`src/rtl/core/u8dec_pkg.sv`:
```
package u8dec_pkg;

  localparam int CP_W    = 21;
  localparam int KIND_W  = 2;
  localparam int OCNT_W  = 16;

  typedef enum logic [2:0] {
    MODE_LEAD = 3'b001,
    MODE_SEQ  = 3'b010,
    MODE_SKIP = 3'b100
  } mode_t;

  typedef enum logic [KIND_W-1:0] {
    KIND_CP  = 2'd0,
    KIND_END = 2'd1,
    KIND_ERR = 2'd2
  } kind_t;

  typedef struct packed {
    logic [CP_W-1:0]   code_point;
    kind_t             kind;
    logic [OCNT_W-1:0] count;
  } res_t;

endpackage

```
`src/rtl/core/utf8_stream_decoder_core.sv`:
```
// Streaming UTF-8 style decoder: takes one byte per cycle on the in_ channel and
// returns one code point per finished character on the out_ channel. Every byte
// is decoded in the cycle it is accepted; a character takes one to four bytes and
// its result goes into the result or skid register. A lead with bit 7 set is
// classified by bits 5, 4 and 3 alone and continuation bytes are not checked. A
// NUL lead ends the string with an end-of-string result carrying the saturating
// character count (COUNT_BITS wide, reported clamped to 16 bits). An invalid lead
// yields an error result, after which bytes are dropped silently up to the next
// NUL. A result register plus one skid register let a byte be accepted every
// cycle; in_stall rises only when both hold results the sink has not taken.
module utf8_stream_decoder_core #(
  parameter int COUNT_BITS = 16
) (
  input  logic        clk,
  input  logic        rst_n,
  input  logic        in_valid,
  output logic        in_stall,
  input  logic [7:0]  in_byte,
  output logic        out_valid,
  input  logic        out_stall,
  output logic [20:0] out_code_point,
  output logic [1:0]  out_result_kind,
  output logic [15:0] out_char_count
);

  u8dec_pkg::mode_t        mode_r, mode_nxt;
  logic [1:0]              rem_r, rem_nxt;
  logic [u8dec_pkg::CP_W-1:0] acc_r, acc_nxt;
  logic [COUNT_BITS-1:0]   cnt_r, cnt_nxt, cnt_inc;

  u8dec_pkg::res_t         res;
  logic                    res_valid;
  u8dec_pkg::res_t         out_r, out_nxt, skid_r, skid_nxt;
  logic                    out_valid_r, out_valid_nxt, skid_valid_r, skid_valid_nxt;

  logic                    in_fire, out_fire;
  logic [u8dec_pkg::CP_W-1:0] acc_shift;

  function automatic logic [u8dec_pkg::OCNT_W-1:0] clamp_cnt(input logic [COUNT_BITS-1:0] c);
    logic [31:0] w;
    w = 32'(c);
    return (w[31:16] != 16'd0) ? 16'hFFFF : w[15:0];
  endfunction

  assign in_stall = skid_valid_r;
  assign in_fire  = in_valid & ~in_stall;
  assign out_fire = out_valid_r & ~out_stall;

  assign cnt_inc   = (&cnt_r) ? cnt_r : cnt_r + 1'b1;
  assign acc_shift = {acc_r[14:0], in_byte[5:0]};

  // per-byte decode
  always_comb begin
    mode_nxt  = mode_r;
    rem_nxt   = rem_r;
    acc_nxt   = acc_r;
    cnt_nxt   = cnt_r;
    res_valid = 1'b0;
    res       = '{code_point: '0, kind: u8dec_pkg::KIND_CP, count: '0};
    if (in_fire) begin
      case (mode_r)
        u8dec_pkg::MODE_SKIP: begin
          if (in_byte == 8'd0) begin
            cnt_nxt  = '0;
            mode_nxt = u8dec_pkg::MODE_LEAD;
          end
        end
        u8dec_pkg::MODE_SEQ: begin
          if (in_byte == 8'd0) begin
            res_valid = 1'b1;
            res.kind  = u8dec_pkg::KIND_END;
            res.count = clamp_cnt(cnt_r);
            cnt_nxt   = '0;
            acc_nxt   = '0;
            rem_nxt   = 2'd0;
            mode_nxt  = u8dec_pkg::MODE_LEAD;
          end else begin
            acc_nxt = acc_shift;
            rem_nxt = rem_r - 2'd1;
            if (rem_r == 2'd1) begin
              mode_nxt       = u8dec_pkg::MODE_LEAD;
              cnt_nxt        = cnt_inc;
              res_valid      = 1'b1;
              res.code_point = acc_shift;
              res.count      = clamp_cnt(cnt_inc);
            end
          end
        end
        default: begin
          mode_nxt = u8dec_pkg::MODE_LEAD;
          if (in_byte == 8'd0) begin
            res_valid = 1'b1;
            res.kind  = u8dec_pkg::KIND_END;
            res.count = clamp_cnt(cnt_r);
            cnt_nxt   = '0;
          end else if (!in_byte[7]) begin
            cnt_nxt        = cnt_inc;
            res_valid      = 1'b1;
            res.code_point = {13'd0, in_byte};
            res.count      = clamp_cnt(cnt_inc);
          end else if (!in_byte[5]) begin
            acc_nxt  = {16'd0, in_byte[4:0]};
            rem_nxt  = 2'd1;
            mode_nxt = u8dec_pkg::MODE_SEQ;
          end else if (!in_byte[4]) begin
            acc_nxt  = {17'd0, in_byte[3:0]};
            rem_nxt  = 2'd2;
            mode_nxt = u8dec_pkg::MODE_SEQ;
          end else if (!in_byte[3]) begin
            acc_nxt  = {18'd0, in_byte[2:0]};
            rem_nxt  = 2'd3;
            mode_nxt = u8dec_pkg::MODE_SEQ;
          end else begin
            // invalid lead: report, then drop bytes up to nul
            res_valid = 1'b1;
            res.kind  = u8dec_pkg::KIND_ERR;
            res.count = clamp_cnt(cnt_r);
            mode_nxt  = u8dec_pkg::MODE_SKIP;
          end
        end
      endcase
    end
  end

  // result register with skid stage
  always_comb begin
    out_nxt        = out_r;
    out_valid_nxt  = out_valid_r;
    skid_nxt       = skid_r;
    skid_valid_nxt = skid_valid_r;
    if (!out_valid_r || out_fire) begin
      if (skid_valid_r) begin
        out_nxt        = skid_r;
        out_valid_nxt  = 1'b1;
        skid_valid_nxt = 1'b0;
      end else begin
        out_nxt       = res;
        out_valid_nxt = res_valid;
      end
    end else if (res_valid) begin
      skid_nxt       = res;
      skid_valid_nxt = 1'b1;
    end
  end

  always_ff @(posedge clk) begin
    if (!rst_n) begin
      mode_r       <= u8dec_pkg::MODE_LEAD;
      rem_r        <= 2'd0;
      acc_r        <= '0;
      cnt_r        <= '0;
      out_valid_r  <= 1'b0;
      skid_valid_r <= 1'b0;
    end else begin
      mode_r       <= mode_nxt;
      rem_r        <= rem_nxt;
      acc_r        <= acc_nxt;
      cnt_r        <= cnt_nxt;
      out_valid_r  <= out_valid_nxt;
      skid_valid_r <= skid_valid_nxt;
    end
  end

  always_ff @(posedge clk) begin
    out_r  <= out_nxt;
    skid_r <= skid_nxt;
  end

  assign out_valid       = out_valid_r;
  assign out_code_point  = out_r.code_point;
  assign out_result_kind = out_r.kind;
  assign out_char_count  = out_r.count;

  a_skid_needs_out: assert property (@(posedge clk) disable iff (!rst_n)
    skid_valid_r |-> out_valid_r)
    else $error("skid holds a result while result register is empty");

  a_kind_legal: assert property (@(posedge clk) disable iff (!rst_n)
    out_valid_r |-> (out_r.kind == u8dec_pkg::KIND_CP || out_r.kind == u8dec_pkg::KIND_END ||
                     out_r.kind == u8dec_pkg::KIND_ERR))
    else $error("illegal result kind");

  a_no_cp_on_marker: assert property (@(posedge clk) disable iff (!rst_n)
    (out_valid_r && out_r.kind != u8dec_pkg::KIND_CP) |-> (out_r.code_point == '0))
    else $error("nonzero code point on end or error result");

  a_seq_has_rem: assert property (@(posedge clk) disable iff (!rst_n)
    (mode_r == u8dec_pkg::MODE_SEQ) |-> (rem_r != 2'd0))
    else $error("in sequence with no continuation bytes due");

  a_result_lands: assert property (@(posedge clk) disable iff (!rst_n)
    res_valid |=> out_valid_r)
    else $error("decoded transfer lost");

endmodule

```
`config.mk`:
```
export PLATFORM = sky130hd
export DESIGN_NAME = utf8_stream_decoder_core
export DESIGN_NICKNAME = d
export VERILOG_FILES = /design/src/rtl/core/u8dec_pkg.sv /design/src/rtl/core/utf8_stream_decoder_core.sv
export SDC_FILE = /design/constraint.sdc
export NUM_CORES = 1
export LEC_CHECK = 0
export BUFFER_PORTS_ARGS = -buffer_cell sky130_fd_sc_hd__buf_2
export CORE_MARGIN = 4
export CORE_UTILIZATION = 59
export CTS_CLUSTER_DIAMETER = 150
export DETAILED_ROUTE_END_ITERATION = 8
export PLACE_DENSITY_LB_ADDON = 0.3
export SLEW_MARGIN = 25
export SYNTH_ARGS = -nofsm -noshare
export SYNTH_HDL_FRONTEND = slang
export SYNTH_SLANG_ARGS = --single-unit
```
`constraint.sdc`:
```
create_clock -name clk -period 3.94 [get_ports clk]
set_clock_uncertainty 0.05 [all_clocks]
set_input_delay 0.197 -clock clk [delete_from_list [all_inputs] [get_ports clk]]
set_output_delay 0.197 -clock clk [all_outputs]
set_load 0.01 [all_outputs]
```
==> flow_summary.yaml, run 1 <==
outcome:
  status: "finished clean"
clock_network:
  clock-sinks: 116
  cts_max_path_buffers: 2
  clk_pin_slew_ns: 0.06
  cts-hold-fix-buffers: 6
  clk_latency_ns: 0.51
  htreeDepth: 4
  ctsRootBufferMaster: "clkbuf_8"
  cts_buffers: 17
  ctsResizeCount: 0
  cts_tree: "done"
  cts_setup_buffers: 0
global_routing:
  grt_util_met2: 0.390
  grt_start_max_net_pins: 42
  grt-ovfl-total: 0
  met1_usage: 0.368
  busiest_layer: "met2"
  grt_use_met3: 0.0698
  grt_pass1_wl_um: 22500
  antenna_found_initial: 0
  grtUsageTotal: 0.263
  grt_pass1_vias: 4278
die:
  die_x_um: 105
  core_sq_mm: 0.00915
  rows: 35
  die_h_um: 105
  io_pins: 53
  start_util: 0.602
  die_area_sq_mm: 0.0109
place:
  dp_cells: 645
  io_buffers: 52
  place.gp.congestion: 0.963
  dpl.hpwl_um: 9030
synth:
  ys_ff_latch: 116
  synth.distinct_cells: 72
  synth_compound_area_frac: 0.206
  async_flop_share: 0
  synth-edff-count: 78
  syn_inst: 508
  synth_flop_cell: "edfxtp_1"
  syn-cell-area_sq_mm: 0.00551
  synth_xor_area_frac: 0.00318
  synth_simple_gate_area_share: 0.182
  synth_fa_ha_area_frac: 0.00454
  synth_top_family_by_area: "compound AO/OA/AOI/OAI gates"
  synth_seq_area_share: 0.563
  yosys_warnings: 0
  syn_area_per_cell_sq_um: 10.8
  yosys-mux-area-fraction: 0.00386
  syn_nets: 522
run:
  maxCapViolations: 0
hold_path:
  hold_class: "input pin to flip-flop"
  whs_path_depth: 3
timing:
  max_slew_margin: 0.413
  max_freq_ghz: 0.358
  final.setup.tns_ns: 0
  finalSetupViolations: 0
  min_period_ns: 2.79
  rsz0062_at_grt: "false"
  hold_viol: 0
  finalCritPeriodShare: 0.709
  tightest_slew_ns: 0.876
  drv_slew: 0
pwr:
  switching_power_w: 0.000725
  vdd_drop_max_mv: 0.320
  power_frac_comb: 0.069
  p_leak_nw: 2.72
  p_int_w: 0.00232
  p_seq_frac: 0.448
  p_clk_frac: 0.483
  p_per_area_mw_per_mm2: 473
  switching_share: 0.238
routing:
  first_pass_iters: 5
  drt_iter0_markers: 487
  viasPerCell: 6.47
  finalWirelength_um: 13900
  ant_nets: 0
  route.detailed.drc: 0
  vias: 4422
  wl_per_cell_um: 20.4
cells_and_area:
  area_delta_synth_final_pct: 16.9
  mostFrequentLayoutCell: "edfxtp_1"
  final_cells: 683
  fin_nets: 573
  drive_above_1_share: 0.194
  antenna_cells: 0
  layout_common_cells: "78 x edfxtp_1, 52 x buf_2, 38 x a21oi_1, 38 x dfxtp_1, 35 x nand2_1"
setup_path:
  worstPathMaxFanout: 16
  crit_required_ns: 4.09
  ff2ff_path_depth: 6
  start_kind: "input pin"
  cp_data_arrival_time_ns: 2.95
  cp-end-kind: "flip-flop"
  path_class: "input pin to flip-flop"
[power groups by stage]
stage | Sequential (W) | Clock [W] | Combinational (W)
detailed placement | 0.00139 | 0 | 0.000201
CTS | 0.00136 | 0.00149 | 0.000207
global placement | 0.00139 | 0 | 0.000199
global route | 0.00137 | 0.00155 | 0.000227
finish | 0.00136 | 0.00147 | 0.000210
floorplan | 0.00140 | 0 | 0.000113
[state kept, by name, summed over array words and instances (netlist names)]
| register | flops |
|---|---|
| mode_r | 3 |
| in_stall | 1 |
| out_code_point | 21 |
| out_valid | 1 |
| acc_r | 15 |
| out_char_count | 16 |
| skid_r | 39 |
| out_result_kind | 2 |
| rem_r | 2 |
| cnt_r | 16 |
[layout make-up]
type / count / area (sq um)
Fill cell: 645 / 2710
Sequential cell: 116 / 3100
Tap cell: 111 / 139
Multi-Input combinational cell: 350 / 2210
Clock buffer: 18 / 418
Timing Repair Buffer: 67 / 388
Clock inverter: 14 / 154
Inverter: 7 / 26.3
[kinds of logic after synthesis]
| logic type | count (synthesis) |
|---|---|
| buffers and inverters | 42 |
| AOI/OAI and AO/OA | 162 |
| DFF | 116 |
| muxes | 2 |
| and+or+nand+nor | 182 |
| xor gates and xnor gates | 2 |
| adders and majority gates | 2 |
[routing by layer]
layer,part of all wire,wire length (um)
met3,0.095,1320
met4,0.023,317
met5,0,0
met2,0.45,6240
met1,0.43,6050
[worst paths after layout]
path              startpoint           endpoint  slack (ns)
setup reg to reg    in_stall  out_char_count[6]        1.17
hold reg to reg     rem_r[1]           rem_r[1]        0.43
setup / recovery  in_byte[3]         skid_r[22]        1.15
hold / removal    in_byte[5]           rem_r[1]        0.01
[synthesized netlist by cell type (13+ instances only)]
library cell | number | area share
edfxtp_1 | 78 | 0.43
a21oi_1 | 38 | 0.035
dfxtp_1 | 38 | 0.14
nand2_1 | 36 | 0.025
nor2_1 | 35 | 0.024
a21o_1 | 31 | 0.042
o21ai_0 | 21 | 0.019
nand3_1 | 20 | 0.018
and2_1 | 18 | 0.020
nor3_1 | 17 | 0.015
clkbuf_1 | 16 | 0.011
buf_2 | 13 | 0.012
[worst max-delay path, cell delays in order]
cell	delay (ns)
dlygate4sd3_1	0.54
buf_2	0.17
nor4_4	0.57
nand2_4	0.24
a21oi_1	0.34
nor2_1	0.16
nor2_4	0.39
buf_4	0.33
[stage by stage]
step	hold WS [ns]	utilization	setup WS, ns	power, W	cell area (sq um)
finish	0.0115	0.704	1.15	0.00304	6440
global route	0.0328	0.704	0.944	0.00315	6440
CTS	0.0118	0.704	1.14	0.00306	6440
detailed placement	0.424	0.635	1.21	0.00159	5810
global placement	0.417	0.635	1.26	0.00159	5810
floorplan	0.236	-	0.396	0.00151	5510
Power figures use the tool's default switching activity.
==> run 2, diff against run 1 <==
Settings changed: ABC_AREA set to 1.
Clock period 3.94 ns to 2.9 ns, I/O delays scaled along.
==> flow_summary.yaml, run 2 <==
clock_network:
  clk_latency_ns: 0.52
  ctsRootBufferMaster: "clkbuf_8"
  htreeDepth: 4
  clock-sinks: 116
  clk_pin_slew_ns: 0.06
  cts_tree: "done"
  ctsResizeCount: 0
  cts_buffers: 17
  cts_max_path_buffers: 2
place:
  io_buffers: 52
  dpl.hpwl_um: 9170
  dp_cells: 817
  place.gp.congestion: 0.949
routing:
  viasPerCell: 5.79
  route.detailed.drc: 0
  drt_iter0_markers: 567
  wl_per_cell_um: 17.2
  finalWirelength_um: 14800
  vias: 4993
  ant_nets: 0
  first_pass_iters: 6
timing:
  max_slew_margin: 0.495
  min_period_ns: 2.58
  tightest_slew_ns: 0.757
  finalSetupViolations: 0
  hold_viol: 0
  holdWs_ns: 0.196
  finalCritPeriodShare: 0.888
  final.setup.tns_ns: 0
  max_freq_ghz: 0.388
  drv_slew: 0
  rsz0062_at_grt: "false"
pwr:
  p_per_area_mw_per_mm2: 632
  vdd_drop_max_mv: 0.503
  p_total_w: 0.00430
  p_leak_nw: 2.91
synth:
  syn_inst: 657
  synth_seq_area_share: 0.542
  yosysTopAreaCell: "edfxtp_1"
  synthTopCellsByArea: "edfxtp_1 41%, nand2_1 14%, dfxtp_1 13%"
  ys_ff_latch: 116
  syn_area_per_cell_sq_um: 8.71
  synth-edff-count: 78
  synth_top_cell_area_share: 0.409
  yosys.cell_count.top_type: "nand2_1"
  synth.distinct_cells: 37
  yosys_warnings: 0
  yosys-top-cells-count: "209 x nand2_1, 78 x edfxtp_1, 51 x nand3_1"
  async_flop_share: 0
  synth_flop_cell: "edfxtp_1"
  syn_nets: 671
  syn-cell-area_sq_mm: 0.00572
cells_and_area:
  layout_common_cells: "208 x nand2_1, 78 x edfxtp_1, 52 x buf_2"
  mostFrequentLayoutCell: "nand2_1"
  area_delta_synth_final_pct: 18.9
  fillers: 685
  seq_area_sq_mm: 0.00310
  multiInputGateArea_sq_mm: 0.00224
  fin_nets: 735
  largest_reg_flops: 39
  antenna_cells: 0
  regMostFlops: "skid_r"
  final_cells: 863
  drive_above_1_share: 0.200
setup_path:
  worstPathMaxFanout: 16
  cp-end-kind: "flip-flop"
  cp_data_arrival_time_ns: 2.93
  start_kind: "flip-flop"
  path_class: "flip-flop to flip-flop"
  crit_required_ns: 3.25
die:
  rows: 35
  die_x_um: 106
  core_sq_mm: 0.00933
  start_util: 0.613
  io_pins: 53
  die_area_sq_mm: 0.0113
  die_h_um: 106
global_routing:
  grt-ovfl-total: 0
  grt_pass1_wl_um: 24000
  grt_pass1_vias: 4797
  grt_start_max_net_pins: 41
  antenna_found_initial: 0
  grtUsageTotal: 0.271
run:
  maxCapViolations: 0
outcome:
  status: "finished clean"
hold_path:
  hold_class: "input pin to flip-flop"
[run 2: cell count changes after synthesis, moves of 8 or more]
cell	change
nand2_1	+173
inv_1	+39
nand3_1	+31
a21o_1	-25
and2_1	-18
nor3_1	-17
nor2_1	+13
nand3_2	+11
a21oi_2	+10
a22oi_1	-9
and3_1	-8
inv_2	+8
[run 2: cells by family (layout without fill, tap and decap cells)]
| kind of cell | Yosys count | count (layout) | share of synthesized area |
|---|---|---|---|
| simple gates | 352 | 352 | 0.281 |
| flops | 116 | 116 | 0.542 |
| compound gates | 96 | 96 | 0.0975 |
| buf+inv | 86 | 163 | 0.0676 |
| xor+xnor | 5 | 5 | 0.00765 |
| fa+ha+maj | 2 | 2 | 0.00437 |
[run 2: per-layer routing]
layer	wire (um)	up-vias	global-route usage
li1	-	2334	-
met1	6260	2329	0.362
met2	6760	296	0.433
met3	1490	34	0.0638
met4	325	0	0.102
met5	0	-	0
[run 2: through the flow]
step / area, sq um / utilization / setup slack, ns
after floorplan: 5730 / - / 0.405
after global placement: 6040 / 0.648 / 0.740
after detailed placement: 6040 / 0.648 / 0.696
after CTS: 6810 / 0.730 / 0.478
after global routing: 6810 / 0.730 / 0.178
final: 6810 / 0.730 / 0.323
[run 2: timing repair]
item | CTS | global route
hold endpoints to repair | 16 | 0
hold buffers | 14 | 0
buffers inserted | 0 | 0
[run 2: area by class of cell]
cell class | count | share of cell area
sequential | 116 | 0.456
multi-input combinational | 455 | 0.329
timing repair buffer | 73 | 0.0666
inverter | 58 | 0.0331
tap | 129 | 0.0237
clock buffer | 17 | 0.0609
clock inverter | 15 | 0.0303
[run 2: where the power goes]
group	switching, W	internal (W)
clock	0.000841	0.00135
combinational	0.000184	0.0000870
sequential	0.0000250	0.00181
[run 2: critical path: stages (launching register included)]
cell	delay [ns]
dfxtp_1	0.35
inv_2	0.07
nand2_4	0.23
inv_4	0.13
nand2_4	0.12
inv_2	0.06
nand2_1	0.34
inv_2	0.21
o21ai_0	0.25
a21oi_1	0.07
dlygate4sd3_1	0.58
[run 2: final timing paths]
check,to,cells after the start,slack (ns),startpoint
max,acc_r[2],10,0.32,in_stall
min,skid_r[18],3,0.20,in_valid
max reg2reg,acc_r[2],10,0.32,in_stall
min reg2reg,acc_r[9],2,0.43,acc_r[9]
==> run 3, diff against run 2 <==
Settings changed: MAX_ROUTING_LAYER set to met4.
==> flow_summary.yaml, run 3 (synthesis results as in run 2) <==
timing:
  tightest_slew_ns: 0.674
  min_period_ns: 2.57
  rsz0062_at_grt: "false"
  max_slew_margin: 0.550
  finalCritPeriodShare: 0.886
  finalSetupViolations: 0
  max_freq_ghz: 0.389
  hold_viol: 0
  final.setup.tns_ns: 0
  holdWs_ns: 0.0239
  setup_ws_ns: 0.332
  drv_slew: 0
setup_path:
  cp_data_arrival_time_ns: 2.91
  cp_common_cell: "inv_2"
  path_class: "flip-flop to flip-flop"
  start_kind: "flip-flop"
  critPathLaunch: "in_stall"
  crit_required_ns: 3.24
  max_stage_delay_ns: 0.56
  path_cells: "inv_2, nand2_4, inv_4, nand2_4, inv_2, nand2_1, inv_2, o21ai_0, a21oi_1, dlygate4sd3_1"
  r2r-start: "in_stall"
  worstPathMaxFanout: 16
  cp-end-kind: "flip-flop"
  slowest_stage: "dlygate4sd3_1"
hold_path:
  hold_path.startpoint: "in_byte[6]"
  hold_class: "input pin to flip-flop"
clock_network:
  clk_latency_ns: 0.51
  cts_buffers: 17
  cts_max_path_buffers: 2
  clock-sinks: 116
  htreeDepth: 4
  cts_tree: "done"
  ctsRootBufferMaster: "clkbuf_8"
  clk_pin_slew_ns: 0.06
routing:
  wl_per_cell_um: 16.5
  vias: 4844
  finalWirelength_um: 14200
  first_pass_iters: 7
  ant_nets: 0
  drt_iter0_markers: 526
  viasPerCell: 5.63
  route.detailed.drc: 0
die:
  die_area_sq_mm: 0.0113
  die_x_um: 106
  rows: 35
  core_sq_mm: 0.00933
  start_util: 0.613
  die_h_um: 106
  io_pins: 53
global_routing:
  antenna_found_initial: 0
  grt_start_max_net_pins: 41
  grt_pass1_wl_um: 23400
  grtUsageTotal: 0.270
  grt-ovfl-total: 0
  grt_pass1_vias: 4486
cells_and_area:
  layout_common_cells: "208 x nand2_1, 78 x edfxtp_1, 52 x buf_2"
  largest_reg_flops: 39
  mostFrequentLayoutCell: "nand2_1"
  drive_above_1_share: 0.201
  regMostFlops: "skid_r"
  fillers: 682
  fin_nets: 732
  area_delta_synth_final_pct: 17.6
  final_cell_area_sq_mm: 0.00673
  antenna_cells: 0
place:
  place.gp.congestion: 0.946
  io_buffers: 52
  dpl.hpwl_um: 9330
  dp_slack_ns: 0.694
  dpl_cell_area_sq_mm: 0.00606
run:
  maxCapViolations: 0
pwr:
  p_per_area_mw_per_mm2: 604
  vdd_drop_max_mv: 0.494
  p_total_w: 0.00406
  p_leak_nw: 2.87
outcome:
  status: "finished clean"
run 3: per-stage QoR:
step                std cells  utilization
floorplan                 657            -
global placement          817        0.649
detailed placement        817        0.649
CTS                       860        0.721
global route              860        0.721
finish                    860        0.721
run 3: path summary, 6_finish.rpt:
check,endpoint,slack (ns),cells past startpoint
max,acc_r[2],0.33,10
min,skid_r[24],0.02,3
max reg2reg,acc_r[2],0.33,10
min reg2reg,acc_r[14],0.42,2
run 3: final cells by class:
cell class	count	area (sq um)	share of cell area
well taps	129	161	0.0240
multi-input cells	455	2240	0.333
clock buffers	17	414	0.0616
repair buffers	70	435	0.0647
inverters	58	225	0.0335
clock inverters	15	146	0.0218
flip-flops and latches	116	3100	0.461
run 3: where the power goes:
part	internal [W]	switching, W	total, W
Clock	0.00116	0.000808	0.00196
Sequential	0.00181	0.0000244	0.00184
Combinational	0.0000841	0.000179	0.000263
run 3: layer usage:
| metal | share of wire | vias up | global-route usage |
|---|---|---|---|
| li1 | - | 2321 | - |
| met1 | 0.45 | 2251 | 0.388 |
| met2 | 0.45 | 255 | 0.390 |
| met3 | 0.091 | 17 | 0.0522 |
| met4 | 0.015 | 0 | 0.0858 |
| met5 | 0 | - | - |
run 3: critical path, delay by kind of cell, from the launching register on:
kind | cells | cell delay [ns]
buf+inv | 5 | 1.02
simple gates | 3 | 0.69
flops | 1 | 0.35
compound gates | 2 | 0.33
run 3: what timing repair did:
item                                   4_1_cts  5_1_grt
endpoints found under the hold margin       15        0
setup buffers                                0        0
gates resized for setup                      0        0
hold buffers                                11        0
